--- config.mk ---
export PLATFORM = sky130hd
export DESIGN_NAME = fgrs_back
export DESIGN_NICKNAME = d
export VERILOG_FILES = /design/src/hdl/fgrs_pkg.sv /design/src/hdl/fgrs_back.sv
export SDC_FILE = /design/constraint.sdc
export NUM_CORES = 1
export LEC_CHECK = 0
export ABC_AREA = 0
export BUFFER_PORTS_ARGS = -buffer_cell sky130_fd_sc_hd__buf_2
export CAP_MARGIN = 20
export CORE_ASPECT_RATIO = 1.75
export CORE_MARGIN = 2
export CORE_UTILIZATION = 40
export CTS_CLUSTER_DIAMETER = 120
export DETAILED_ROUTE_END_ITERATION = 6
export PLACE_DENSITY = 0.65
export SKIP_LAST_GASP = 1
export SLEW_MARGIN = 20
export SYNTH_ARGS = -nofsm -noshare
export SYNTH_HDL_FRONTEND = slang
export SYNTH_SLANG_ARGS = --single-unit
export TNS_END_PERCENT = 50
--- constraint.sdc ---
create_clock -name clk -period 24.5 [get_ports clk]
set_input_delay 1.225 -clock clk [delete_from_list [all_inputs] [get_ports clk]]
set_output_delay 1.225 -clock clk [all_outputs]
set_load 0.03 [all_outputs]
--- src/hdl/fgrs_pkg.sv ---
// Shared types and constants for the feed gap recovery sequencer.
// No dependencies; imported by every module of the block except fgrs_ram.
package fgrs_pkg;

  localparam int REORDER_DEPTH = 32;
  localparam int SEQ_BITS      = 32;
  localparam int IDX_W         = $clog2(REORDER_DEPTH);
  localparam int CNT_W         = $clog2(REORDER_DEPTH + 1);
  localparam int TYPE_W        = 3;
  localparam int OID_W         = 32;
  localparam int BODY_W        = 64;
  localparam int SLOT_W        = SEQ_BITS + TYPE_W + OID_W + BODY_W;
  localparam int QUEUE_DEPTH   = 2;

  localparam logic [TYPE_W-1:0] TYPE_CLEAR = 3'd0;
  localparam logic [TYPE_W-1:0] TYPE_START = 3'd1;
  localparam logic [TYPE_W-1:0] TYPE_ADD   = 3'd2;
  localparam logic [TYPE_W-1:0] TYPE_END   = 3'd3;

  typedef enum logic [2:0] {
    OP_INC   = 3'd0,
    OP_CLEAR = 3'd1,
    OP_START = 3'd2,
    OP_ADD   = 3'd3,
    OP_END   = 3'd4
  } op_t;

  typedef struct packed {
    op_t                 op;
    logic [SEQ_BITS-1:0] seq;
    logic [TYPE_W-1:0]   utype;
    logic [OID_W-1:0]    oid;
    logic [BODY_W-1:0]   body;
  } item_t;

  typedef enum logic [3:0] {
    ST_IDLE  = 4'b0001,
    ST_DR_RD = 4'b0010,
    ST_DR_CK = 4'b0100,
    ST_SWEEP = 4'b1000
  } state_t;

endpackage

--- src/hdl/fgrs_back.sv ---
// Back end: sequencing state, reorder window control, drain and sweep, output beat.
// Depends on fgrs_pkg; drives the reorder window RAM.
module fgrs_back
  import fgrs_pkg::*;
(
  input  logic                clk,
  input  logic                rst_n,
  input  logic                q_valid,
  input  item_t               q_item,
  output logic                q_pop,
  output logic                ram_we,
  output logic [IDX_W-1:0]    ram_waddr,
  output logic [SLOT_W-1:0]   ram_wdata,
  output logic                ram_re,
  output logic [IDX_W-1:0]    ram_raddr,
  input  logic [SLOT_W-1:0]   ram_rdata,
  output logic                out_valid,
  input  logic                out_ready,
  output logic [TYPE_W-1:0]   out_type,
  output logic [OID_W-1:0]    out_order_id,
  output logic [BODY_W-1:0]   out_payload,
  output logic                out_last,
  output logic                out_recovering
);

  state_t                   state_r, state_nxt;
  logic                     rec_r, rec_nxt;
  logic                     armed_r, armed_nxt;
  logic                     active_r, active_nxt;
  logic [SEQ_BITS-1:0]      last_r, last_nxt;
  logic [SEQ_BITS-1:0]      exp_r, exp_nxt;
  logic [REORDER_DEPTH-1:0] valid_r, valid_nxt;
  logic                     hold_r, hold_nxt;
  logic [TYPE_W-1:0]        htype_r, htype_nxt;
  logic [OID_W-1:0]         hoid_r, hoid_nxt;
  logic [BODY_W-1:0]        hbody_r, hbody_nxt;
  logic [CNT_W-1:0]         sw_r, sw_nxt;
  logic                     ov_r, ov_nxt;
  logic [TYPE_W-1:0]        otype_r, otype_nxt;
  logic [OID_W-1:0]         ooid_r, ooid_nxt;
  logic [BODY_W-1:0]        obody_r, obody_nxt;
  logic                     olast_r, olast_nxt;
  logic                     orec_r, orec_nxt;

  logic                     can_push;
  logic [SEQ_BITS-1:0]      next_snap;
  logic [IDX_W-1:0]         exp_idx;
  logic [IDX_W-1:0]         sw_prev;
  logic [SEQ_BITS-1:0]      rtag;
  logic [TYPE_W-1:0]        rtype;
  logic [OID_W-1:0]         roid;
  logic [BODY_W-1:0]        rbody;
  logic                     hit;

  assign can_push  = !ov_r || out_ready;
  assign next_snap = last_r + 1'b1;
  assign exp_idx   = exp_r[IDX_W-1:0];
  assign sw_prev   = IDX_W'(sw_r - 1'b1);
  assign {rtag, rtype, roid, rbody} = ram_rdata;
  assign hit       = valid_r[exp_idx] && (rtag == exp_r);

  assign out_valid      = ov_r;
  assign out_type       = otype_r;
  assign out_order_id   = ooid_r;
  assign out_payload    = obody_r;
  assign out_last       = olast_r;
  assign out_recovering = orec_r;

  always_comb begin
    state_nxt  = state_r;
    rec_nxt    = rec_r;
    armed_nxt  = armed_r;
    active_nxt = active_r;
    last_nxt   = last_r;
    exp_nxt    = exp_r;
    valid_nxt  = valid_r;
    hold_nxt   = hold_r;
    htype_nxt  = htype_r;
    hoid_nxt   = hoid_r;
    hbody_nxt  = hbody_r;
    sw_nxt     = sw_r;
    ov_nxt     = ov_r && !out_ready;
    otype_nxt  = otype_r;
    ooid_nxt   = ooid_r;
    obody_nxt  = obody_r;
    olast_nxt  = olast_r;
    orec_nxt   = orec_r;
    q_pop      = 1'b0;
    ram_we     = 1'b0;
    ram_waddr  = q_item.seq[IDX_W-1:0];
    ram_wdata  = {q_item.seq, q_item.utype, q_item.oid, q_item.body};
    ram_re     = 1'b0;
    ram_raddr  = exp_idx;

    case (state_r)
      ST_IDLE: begin
        if (q_valid && can_push) begin
          q_pop = 1'b1;
          case (q_item.op)
            OP_INC: begin
              if (rec_r) begin
                ram_we = 1'b1;
                valid_nxt[q_item.seq[IDX_W-1:0]] = 1'b1;
              end else if (q_item.seq == exp_r) begin
                hold_nxt  = 1'b1;
                htype_nxt = q_item.utype;
                hoid_nxt  = q_item.oid;
                hbody_nxt = q_item.body;
                exp_nxt   = exp_r + 1'b1;
                state_nxt = ST_DR_RD;
              end else if (q_item.seq > exp_r) begin
                ram_we = 1'b1;
                valid_nxt[q_item.seq[IDX_W-1:0]] = 1'b1;
                rec_nxt    = 1'b1;
                armed_nxt  = 1'b0;
                active_nxt = 1'b0;
                last_nxt   = '0;
              end
            end
            OP_CLEAR: begin
              if (rec_r) begin
                active_nxt = 1'b0;
                armed_nxt  = 1'b1;
                last_nxt   = q_item.seq;
                ov_nxt     = 1'b1;
                otype_nxt  = q_item.utype;
                ooid_nxt   = q_item.oid;
                obody_nxt  = q_item.body;
                olast_nxt  = 1'b1;
                orec_nxt   = 1'b1;
              end
            end
            OP_START: begin
              if (rec_r) begin
                if (armed_r && q_item.seq == next_snap) begin
                  active_nxt = 1'b1;
                  last_nxt   = q_item.seq;
                end else begin
                  active_nxt = 1'b0;
                end
                armed_nxt = 1'b0;
              end
            end
            OP_ADD: begin
              if (rec_r && active_r) begin
                if (q_item.seq == next_snap) begin
                  last_nxt  = q_item.seq;
                  ov_nxt    = 1'b1;
                  otype_nxt = q_item.utype;
                  ooid_nxt  = q_item.oid;
                  obody_nxt = q_item.body;
                  olast_nxt = 1'b1;
                  orec_nxt  = 1'b1;
                end else begin
                  active_nxt = 1'b0;
                end
              end
            end
            OP_END: begin
              if (rec_r && active_r) begin
                if (q_item.seq == next_snap) begin
                  last_nxt   = q_item.seq;
                  exp_nxt    = q_item.oid + 1'b1;
                  armed_nxt  = 1'b0;
                  active_nxt = 1'b0;
                  rec_nxt    = 1'b0;
                  hold_nxt   = 1'b0;
                  sw_nxt     = '0;
                  state_nxt  = ST_SWEEP;
                end else begin
                  active_nxt = 1'b0;
                end
              end
            end
            default: ;
          endcase
        end
      end
      ST_SWEEP: begin
        // Read one slot a cycle; drop the slot read last cycle if it is older.
        if (sw_r < CNT_W'(REORDER_DEPTH)) begin
          ram_re    = 1'b1;
          ram_raddr = sw_r[IDX_W-1:0];
        end
        if (sw_r != '0) begin
          if (valid_r[sw_prev] && rtag < exp_r) begin
            valid_nxt[sw_prev] = 1'b0;
          end
        end
        if (sw_r == CNT_W'(REORDER_DEPTH)) begin
          state_nxt = ST_DR_RD;
        end else begin
          sw_nxt = sw_r + 1'b1;
        end
      end
      ST_DR_RD: begin
        ram_re    = 1'b1;
        state_nxt = ST_DR_CK;
      end
      ST_DR_CK: begin
        if (hit) begin
          if (!hold_r || can_push) begin
            if (hold_r) begin
              ov_nxt    = 1'b1;
              otype_nxt = htype_r;
              ooid_nxt  = hoid_r;
              obody_nxt = hbody_r;
              olast_nxt = 1'b0;
              orec_nxt  = rec_r;
            end
            hold_nxt           = 1'b1;
            htype_nxt          = rtype;
            hoid_nxt           = roid;
            hbody_nxt          = rbody;
            valid_nxt[exp_idx] = 1'b0;
            exp_nxt            = exp_r + 1'b1;
            state_nxt          = ST_DR_RD;
          end
        end else if (!hold_r) begin
          state_nxt = ST_IDLE;
        end else if (can_push) begin
          ov_nxt    = 1'b1;
          otype_nxt = htype_r;
          ooid_nxt  = hoid_r;
          obody_nxt = hbody_r;
          olast_nxt = 1'b1;
          orec_nxt  = rec_r;
          hold_nxt  = 1'b0;
          state_nxt = ST_IDLE;
        end
      end
      default: state_nxt = ST_IDLE;
    endcase
  end

  always_ff @(posedge clk) begin
    if (!rst_n) begin
      state_r  <= ST_IDLE;
      rec_r    <= 1'b0;
      armed_r  <= 1'b0;
      active_r <= 1'b0;
      last_r   <= '0;
      exp_r    <= SEQ_BITS'(1);
      valid_r  <= '0;
      hold_r   <= 1'b0;
      sw_r     <= '0;
      ov_r     <= 1'b0;
    end else begin
      state_r  <= state_nxt;
      rec_r    <= rec_nxt;
      armed_r  <= armed_nxt;
      active_r <= active_nxt;
      last_r   <= last_nxt;
      exp_r    <= exp_nxt;
      valid_r  <= valid_nxt;
      hold_r   <= hold_nxt;
      sw_r     <= sw_nxt;
      ov_r     <= ov_nxt;
    end
  end

  always_ff @(posedge clk) begin
    htype_r <= htype_nxt;
    hoid_r  <= hoid_nxt;
    hbody_r <= hbody_nxt;
    otype_r <= otype_nxt;
    ooid_r  <= ooid_nxt;
    obody_r <= obody_nxt;
    olast_r <= olast_nxt;
    orec_r  <= orec_nxt;
  end

endmodule

# --- Yosys cells after proc, flatten, opt, wreduce, memory -nomap -nowiden ---
# Index checks and enable logic that the tools add are counted.
# Widths: inputs -> output; s select.
word_totals:
  reg_bits: 311
  in_bits: 269
  out_inout_bits: 246
  wordCells: 298
classes:
  add_sub_neg: 5
  order_cmp: 9
  eq_ne: 53
  mux: 173
  bitwise_logic: 5
  reduce_logical: 35
op_table:
  columns: ["cell", "n"]
  rows:
  - ["$mux 32", 39]
  - ["$mux 64", 15]
  - ["$pmux 64 s2", 3]
  - ["$pmux 32 s2", 5]
  - ["$pmux 32 s4", 1]
  - ["$add 32x1->32 const B", 3]
  - ["$eq 32x32->1", 3]
  - ["$pmux 32 s3", 1]
  - ["$and 32x32->32", 2]
  - ["$not 32->32", 2]
  - ["$mux 1", 55]
  - ["$mux 3", 15]
  - ["$ne 2x2->1 const B", 21]
  - ["$mux 4", 10]
  - ["$ne 3x3->1 const B", 13]
  - ["$gt 32x32->1", 1]
  - ["$lt 32x32->1", 1]
  - ["$or 32x32->32", 1]
  - ["$mux 6", 5]
  - ["$reduce_and 9->1", 3]
  - ["$reduce_and 11->1", 2]
  - ["$reduce_and 10->1", 2]
  - ["$lt 5x6->1 const B", 3]
  - ["$pmux 1 s2", 9]
  - ["other kinds (38)", 65]

# --- Logic depth before layout (Yosys ltp) ---
# Gate-level depths: netlist of run 1.
depth:
  depth_word: 11
  ltp_mapped: 13
  ltp_nobuf: 11

# --- Least setup slack after synthesis of run 1 ---
# OpenSTA, ideal clock, no wires.
synth_path:
  kind: "in2reg"
  from: "input port q_item[99] (netlist bit)"
  to: "register olast_r, in the netlist out_last, enable pin"
  setup_ns: 0.684
  arrival_time_ns: 9.541
  required_time_ns: 23.816
  path_slack_ns: 14.274
  stages: 10
  path_buffers: 1
  cell_sequence: "clkbuf_1 -> xor2_1 -> o211ai_1 -> nor4b_1 -> nand3_1 -> nor3_1 -> and4_4 -> and2_2 -> nor4_1 -> nor3_1"
synth_via:
  elab_chain_len: 3
synth_lines:
  columns: ["item", "line", "text"]
  rows:
  - ["start: declaration", "fgrs_back.sv:9", "input item_t q_item,"]
  - ["$eq 32x32->1", "fgrs_back.sv:146", "if (q_item.seq == next_snap) begin"]
  - ["$ne 3x3->1 (no line)", null, null]
  - ["$reduce_and 10->1 (no line)", null, null]
  - ["end signal: assignment", "fgrs_back.sv:269", "olast_r <= olast_nxt;"]
  - ["end: declaration", "fgrs_back.sv:42", "logic olast_r, olast_nxt;"]
# No other way between the ends.
# A chain may end at the register's enable or synchronous reset.

# --- Worst setup path after layout of run 1 ---
layout_path:
  from: "register exp_r[1]"
  to: "output port ram_we"
layout_via:
  elab_chain_len: 7
  word_cells_on_any_way: 8
  cone_classes: "1 x order compare; 1 x eq/ne; 6 x mux"
layout_lines:
  columns: ["item", "line", "text"]
  rows:
  - ["start: declaration", "fgrs_back.sv:31", "logic [SEQ_BITS-1:0] exp_r, exp_nxt;"]
  - ["start signal: assignment", "fgrs_back.sv:254", "exp_r <= exp_nxt;"]
  - ["$gt 32x32->1", "fgrs_back.sv:111", "end else if (q_item.seq > exp_r) begin"]
  - ["$mux 1", "fgrs_back.sv:111", null]
  - ["$mux 1 *", "fgrs_back.sv:104", "end else if (q_item.seq == exp_r) begin"]
  - ["$mux 1 *", "fgrs_back.sv:101", "if (rec_r) begin"]
  - ["$mux 1 *", "fgrs_back.sv:99", "case (q_item.op)"]
  - ["$mux 1 *", "fgrs_back.sv:97", "if (q_valid && can_push) begin"]
  - ["$mux 1 *", "fgrs_back.sv:95", "case (state_r)"]
  - ["end: declaration", "fgrs_back.sv:11", "output logic ram_we,"]
# Every way passes the cells marked *; elsewhere a longest branch is shown, timed or not.

==> metrics.txt, run 1 <==
syn_nets 2511; Port Buf Inserts 514; LEAKAGE 9.110 nW; Worst-path clk slew around 0.06 ns; WL final 73630 µm; 1st-pass router iterations 5; final global-route overflow total 0; Netlist Area Pre-Place around 19000 µm²; Post-Place Cells 3052; Async S/R FF share, synth 0%; Max H-tree Level 2; post-synth cell types ~90; Max Cap Viol 0; run status complete, no violations; FP Rows about 110; Clk Latency, worst-skew pair 0.56 ns; global-route wire length before repair between 100000 and 150000 µm; worst hold path class flip-flop to flip-flop; DR DRC count 0; R2R depth 10; setup violators final 0; NetSw 0.3470 mW; register bit total from synthesis between 300 and 400; DIE WIDTH 170.0 µm; Pint approximately 0.93 mW; NumNets Final 2838; largest net degree at the start of global routing 103; period utilization 22.31%; Die Height 294.5 µm; cts repair resizes 0; Clock Path Buffers 3; Fin Setup TNS 0 ns; Ports 515; Clock Power Share 42.9%; global-route usage over all layers 28.34%; Die ar. about 50000 µm²; FMAX approximately 180 MHz; EDFF count, synth 200; post-route minimum period 5.466 ns; FILL cells 4676; CTS tree done; Final Hold Violating Endpoints 0; Slew HR around 25%; actual slew at the worst max-slew pin 1.118 ns; Core ar. 47750 µm²; PnR worst setup slack 19.03 ns; total CTS buffers 34; CP startpoint kind flip-flop; Reg power frac 44.3%; PD cells 56.79 nW/µm²; initial antenna violation count 10; Root Buffer clkbuf_16; clk_skew 0.02647 ns; via count 18000; Slew Viols, Final 0; # Post-CTS Setup Buffers 0; Avg WL per Cell 23.61 µm; setup slack at placement between 15 and 20 ns; vias in the first global route 17556; register area share after synthesis 42.67%; Via density 5.771; Setup CP Type flip-flop to output pin; worst path required time 23.27 ns; YS warnings 0; CTS sink cnt 311; critical path capture point type output pin; Synth Instances 2167; Worst VDD drop 49.22 µV; hold_buf cts 0; combinational share of power 12.8%; share of cells above drive strength 1 26.05%; WP data arrival 4.24 ns; RSZ-0062 raised after global routing false; hold depth 2; Iter 0 DRT Violations approximately 1400; Starting Density 40.39%; CP max FO 13; Top FF cell, synth edfxtp_1; area growth from synthesis to layout 16.60%; Sw Share a little over a quarter; Final Non-Filler Cells ~3100; GPL Wtd Cong 0.9578; Routed Antenna Nets 0; mean post-synth cell area 8.899 µm²; Post-DP HPWL 56120 µm
layout by cell type, fill, tap and decap left out, drive strengths merged, types with 22 or more instances in the layout:
| cell type | synthesis | final |
|---|---|---|
| o211ai | 26 | 26 |
| xnor2 | 45 | 45 |
| edfxtp | 200 | 200 |
| nand3 | 60 | 60 |
| a221oi | 28 | 28 |
| nor2 | 80 | 80 |
| ha | 75 | 75 |
| o32ai | 22 | 22 |
| a21oi | 103 | 103 |
| o21ai | 86 | 86 |
| inv | 53 | 55 |
| nand4 | 47 | 47 |
| buf | 160 | 537 |
| nand2 | 618 | 618 |
| dfxtp | 111 | 111 |
| nor3 | 49 | 49 |
| nor4 | 22 | 22 |
| xor2 | 27 | 27 |
| a211oi | 23 | 23 |
| clkbuf | 86 | 39 |
| a22o | 32 | 32 |
stage by stage:
stage | total power, mW | hold slack [ns] | cell area, µm² | utilization (%)
2_1_floorplan | 0.6813 | 0.4570 | 19280 | -
3_3_place_gp | 0.7363 | 0.4680 | 21290 | 44.59
3_5_place_dp | 0.7392 | 0.4894 | 21310 | 44.63
4_1_cts | 1.287 | 0.4985 | 22470 | 47.06
5_1_grt | 1.315 | 0.5290 | 22480 | 47.09
6_report | 1.277 | 0.5022 | 22490 | 47.09
final cells by class:
cell class / instances / area, µm² / share of cell area, %
antenna: 7 / 17.52 / 0.07790
clock buffer: 39 / 879.6 / 3.912
clock inverter: 21 / 281.5 / 1.252
inverter: 54 / 202.7 / 0.9015
multi-input combinational: 1556 / 9380 / 41.72
sequential: 311 / 8228 / 36.59
tap: 594 / 743.2 / 3.305
timing repair buffer: 537 / 2753 / 12.24
power by group through the flow:
stage	Sequential [mW]	Clock [mW]	Combinational, mW
after global routing	0.566	0.573	0.176
after floorplan	0.575	0	0.106
after CTS	0.566	0.559	0.163
after global placement	0.577	0	0.159
after detailed placement	0.577	0	0.162
final	0.566	0.548	0.163
worst paths after layout:
check             startpoint  slack, ns     endpoint
setup reg to reg   exp_r[30]      19.67  hbody_r[56]
setup / recovery    exp_r[1]      19.03       ram_we
hold reg to reg   valid_r[7]       0.50   valid_r[7]
hold / removal    valid_r[7]       0.50   valid_r[7]
critical path, stage by stage, from the launching register on:
cell and delay [ns]:
dfxtp_1 0.78, inv_1 0.34, ha_1 0.39, nand4_1 0.08, nor4_1 0.46, nand2_1 0.13
a21boi_0 0.22, o21ai_0 0.82, inv_1 0.23, buf_2 0.25
per-layer routing:
metal / track usage [%] / share of wire (%) / routed length (µm)
met5: 0 / 0.052 / 38
met4: 18.64 / 6.8 / 5005
met3: 5.908 / 7.3 / 5405
met2: 49.53 / 50 / 36750
met1: 30.81 / 36 / 26420
registers in the layout, summed over array words and instances (netlist names), 3 cells and up:
signal,flops
hoid_r,32
sw_r,6
valid_r,32
hbody_r,64
htype_r,3
out_payload,64
out_order_id,32
out_type,3
state_r,4
exp_r,32
last_r,32
cells in the mapped netlist (all sizes together), types with 45 or more instances:
master / count / area [µm²]
clkbuf: 86 / 332.8
inv: 53 / 198.9
nand3: 60 / 327.8
edfxtp: 200 / 6006
o21ai: 86 / 434.2
xnor2: 45 / 394.1
nand4: 47 / 324.1
ha: 75 / 938.4
nand2: 618 / 2320
nor2: 80 / 302.8
a21oi: 103 / 519.3
nor3: 49 / 255.3
dfxtp: 111 / 2222
buf: 160 / 1195
logic make-up after synthesis:
| group | share of synthesized area, % |
|---|---|
| buf+inv | 8.974 |
| simple gates | 22.62 |
| flops | 42.67 |
| fa+ha+maj | 4.866 |
| mux | 2.427 |
| compound gates | 15.14 |
| xor+xnor | 3.309 |
No activity file was read; power rests on OpenSTA's default activity.
==> run 2, diff against run 1 <==
--- a/config.mk
+++ b/config.mk
@@ -5,7 +5,7 @@
 export SDC_FILE = /design/constraint.sdc
 export NUM_CORES = 1
 export LEC_CHECK = 0
-export ABC_AREA = 0
+export ABC_AREA = 1
 export BUFFER_PORTS_ARGS = -buffer_cell sky130_fd_sc_hd__buf_2
 export CAP_MARGIN = 20
 export CORE_ASPECT_RATIO = 1.75
==> constraint.sdc (replaced) <==
create_clock -name clk -period 5.56 [get_ports clk]
set_input_delay 0.278 -clock clk [delete_from_list [all_inputs] [get_ports clk]]
set_output_delay 0.278 -clock clk [all_outputs]
set_load 0.03 [all_outputs]
==> metrics.txt, run 2 <==
crit path cell chain inv_1 > ha_1 > inv_1 > o21bai_1 > nand3_1 > a21oi_1 > o21bai_1 > nand3_1 > nand2_1 > nand2_1 > nand2_1 > nand3_1 > buf_4 > nand3_1 > nor2_1 > buf_2; most common cell in the netlist nand2_1; Die Height 307.2 µm (+4.3%); LEAKAGE 11.63 nW (+28%); syn_nets 3292 (+31%); post-route minimum period 4.737 ns; DIE WIDTH 177.3 µm (+4.3%); Post-Place Cells 3910 (+28%); Root Buffer clkbuf_16; WP data arrival 4.46 ns (+0.22 ns); Final Non-Filler Cells 4184 (+34%); clk_skew 0.01989 ns (-0.006581 ns); DR DRC count 0 (unchanged); Via density 5.218 (-9.6%); Routed Antenna Nets 0 (unchanged); post-synthesis adder-cell area fraction 4.466% (-0.40 points); Multi-input gate area 10430 µm² (+11%); Slew Viols, Final 0 (unchanged); Reg power frac 40.5% (-3.8 points); EDFF count, synth 200 (unchanged); worst path required time 5.28 ns (-17.99 ns); area growth from synthesis to layout 24.67%; Async S/R FF share, synth 0% (unchanged); Avg WL per Cell 18.66 µm (-21%); Core ar. 52080 µm² (+9.1%); FMAX 211.1 MHz; share of cells above drive strength 1 17.90% (-8.1 points); Slowest-stage cell, CP dfxtp_1; Fin Setup TNS 0 ns (unchanged); Worst VDD drop 245.6 µV (+400%); main combinational cell family by area after synthesis simple AND/OR/NAND/NOR gates; top cell type's share of synthesized area 28.58% (-2.6 points); mean post-synth cell area 7.128 µm² (-20%); largest net degree at the start of global routing 111 (+7.8%); Starting Density 40.35% (-0.042 points); Clock Power Share 30.3% (-13 points); top cells by area, synth edfxtp_1 29%, nand2_1 19%, dfxtp_1 11%; Synth Instances 2948 (+36%); via count 21833 (+21%); Ports 515 (unchanged); Max H-tree Level 1 (-1); Commonest cells post-synth 1057 x nand2_1, 260 x nor2_1, 222 x inv_1; Max Cap Viol 0 (unchanged); RSZ-0062 raised after global routing false; register bit total from synthesis 311 (unchanged); vias in the first global route 21068 (+20%); NumNets Final 3823 (+35%); PD cells 261.6 nW/µm² (+360%); Worst-path clk slew 0.07 ns (about the same); post-synth cell types 51 (-44%); Port Buf Inserts 514 (unchanged); cts repair resizes 0 (unchanged); Die ar. 54450 µm² (+8.8%); Setup CP Type flip-flop to output pin; critical path's largest stage delay 0.74 ns (-0.08 ns); FILL cells 5151 (+10%); Slew HR 28.72% (+3.2 points); Synth Area in XOR/XNOR 2.066% (-1.2 points); post-synth top area cell edfxtp_1; total CTS buffers 31 (-8.8%); initial antenna violation count 4 (-6); area post-placement 23090 µm² (+8.4%); leading cell types in the layout, fill and taps excluded 1057 x nand2_1, 514 x buf_2, 258 x nor2_1, 220 x inv_1, 214 x dlygate4sd3_1; WL final 78050 µm (+6.0%); Pint 4.372 mW (+370%); GPL Wtd Cong 0.9761 (+1.9%); CP max FO 33 (+20); NetSw 2.481 mW (+620%); Sw Share 36.20% (+9.0 points); run status complete, no violations; Clock Path Buffers 3 (unchanged); Netlist Area Pre-Place 21010 µm² (+9.0%); Simple-Gate Fraction of Synth Area 32.93% (+10 points); global-route usage over all layers 27.47% (-0.87 points); post-route cell area 26200 µm² (+17%); final global-route overflow total 0 (unchanged); worst hold path class input pin to flip-flop; combinational share of power 29.2% (+16 points); most common library cell in the layout ignoring fill and taps nand2_1; actual slew at the worst max-slew pin 1.069 ns (-0.04867 ns); period utilization 85.20%; critical path capture point type output pin; Top FF cell, synth edfxtp_1; mux share of post-synthesis cell area 0.09527% (-2.3 points); FP Rows 111 (+4.7%); Critical Path Most Common Cell nand3_1; CTS sink cnt 311 (unchanged); Seq. cell area 8228 µm² (unchanged); register area share after synthesis 39.16% (-3.5 points); 1st-pass router iterations 7 (+2); Post-DP HPWL 55810 µm (-0.54%); Iter 0 DRT Violations 1535 (+6.1%); global-route wire length before repair 116400 µm (+9.4%); setup violators final 0 (unchanged); compound-gate portion of the synthesized area 9.902% (-5.2 points); Final Hold Violating Endpoints 0 (unchanged); Clk Latency, worst-skew pair 0.62 ns (+0.06 ns); CP startpoint kind flip-flop; CTS tree done; YS warnings 0 (unchanged)
## run 2: cell count changes in the layout (fill, tap and decap cells not counted), moves of 77 or more
cell,delta
dlygate4sd3_1,+214
nand3_1,+94
nand2_1,+439
a21oi_1,+77
inv_1,+167
nor2_1,+181
## run 2: logic make-up (layout without fill, tap and decap cells)
family                   Yosys count  after routing
AND/OR/NAND/NOR                 1657           1657
buffers and inverters            478           1032
AO/OA/AOI/OAI                    377            377
flip-flops                       311            311
adder cells (fa/ha/maj)           75             75
XOR/XNOR                          48             48
multiplexers                       2              2
other                              0              4
## run 2: metrics by stage
step           setup slack (ns)  utilization [%]  power (mW)  hold slack (ns)
2_1_floorplan            0.8263                -       4.112           0.4442
3_3_place_gp              1.248            44.34       4.665           0.4679
3_5_place_dp              1.234            44.34       4.678           0.4771
4_1_cts                  0.8407            50.28       6.876         0.001256
5_1_grt                  0.4981            50.29       7.190          0.02548
6_report                 0.8228            50.30       6.853          0.03033
## run 2: metal layers
layer | wire, µm | global-route usage [%] | part of all wire (%) | vias to the layer above
met1 | 28560 | 29.42 | 37 | 10038
met5 | 0 | 0 | 0 | -
met2 | 40060 | 51.07 | 51 | 904
met4 | 5072 | 16.55 | 6.5 | 0
met3 | 4359 | 2.926 | 5.6 | 234
li1 | - | - | - | 10657
## run 2: final timing paths
| path | start | endpoint | slack (ns) | depth (start not counted) |
|---|---|---|---|---|
| setup / recovery | exp_r[1] | ram_we | 0.82 | 16 |
| hold / removal | q_item[18] | out_payload[18] | 0.03 | 3 |
| setup reg to reg | exp_r[1] | exp_r[24] | 1.20 | 14 |
| hold reg to reg | valid_r[7] | valid_r[7] | 0.49 | 2 |
## run 2: what timing repair did
action,in CTS,in global routing
buffers inserted,0,0
hold endpoints to repair,157,0
hold buffers,214,0
## run 2: cell type report
cell class / instances / area share [%]
repair buffers: 746 / 18.56
inverters: 230 / 3.324
multi-input cells: 2159 / 39.80
diodes: 4 / 0.03821
clock buffers: 32 / 2.976
flip-flops and latches: 311 / 31.41
clock inverters: 24 / 0.6543
well taps: 678 / 3.238
## run 2: power by group through the flow
stage	Sequential [mW]	Clock (mW)	Combinational, mW
4_1_cts	2.77	2.12	1.99
5_1_grt	2.79	2.20	2.20
3_5_place_dp	2.82	0	1.86
3_3_place_gp	2.81	0	1.85
6_report	2.77	2.08	2.00
2_1_floorplan	2.96	0	1.16
## run 2: worst max-delay path: cells and delay by family (launching register included)
kind,cells,cell delay [ns]
and+or+nand+nor,8,1.25
DFF,1,0.74
adders and majority gates,1,0.42
buffers and inverters,4,1.05
AOI/OAI and AO/OA,3,0.37
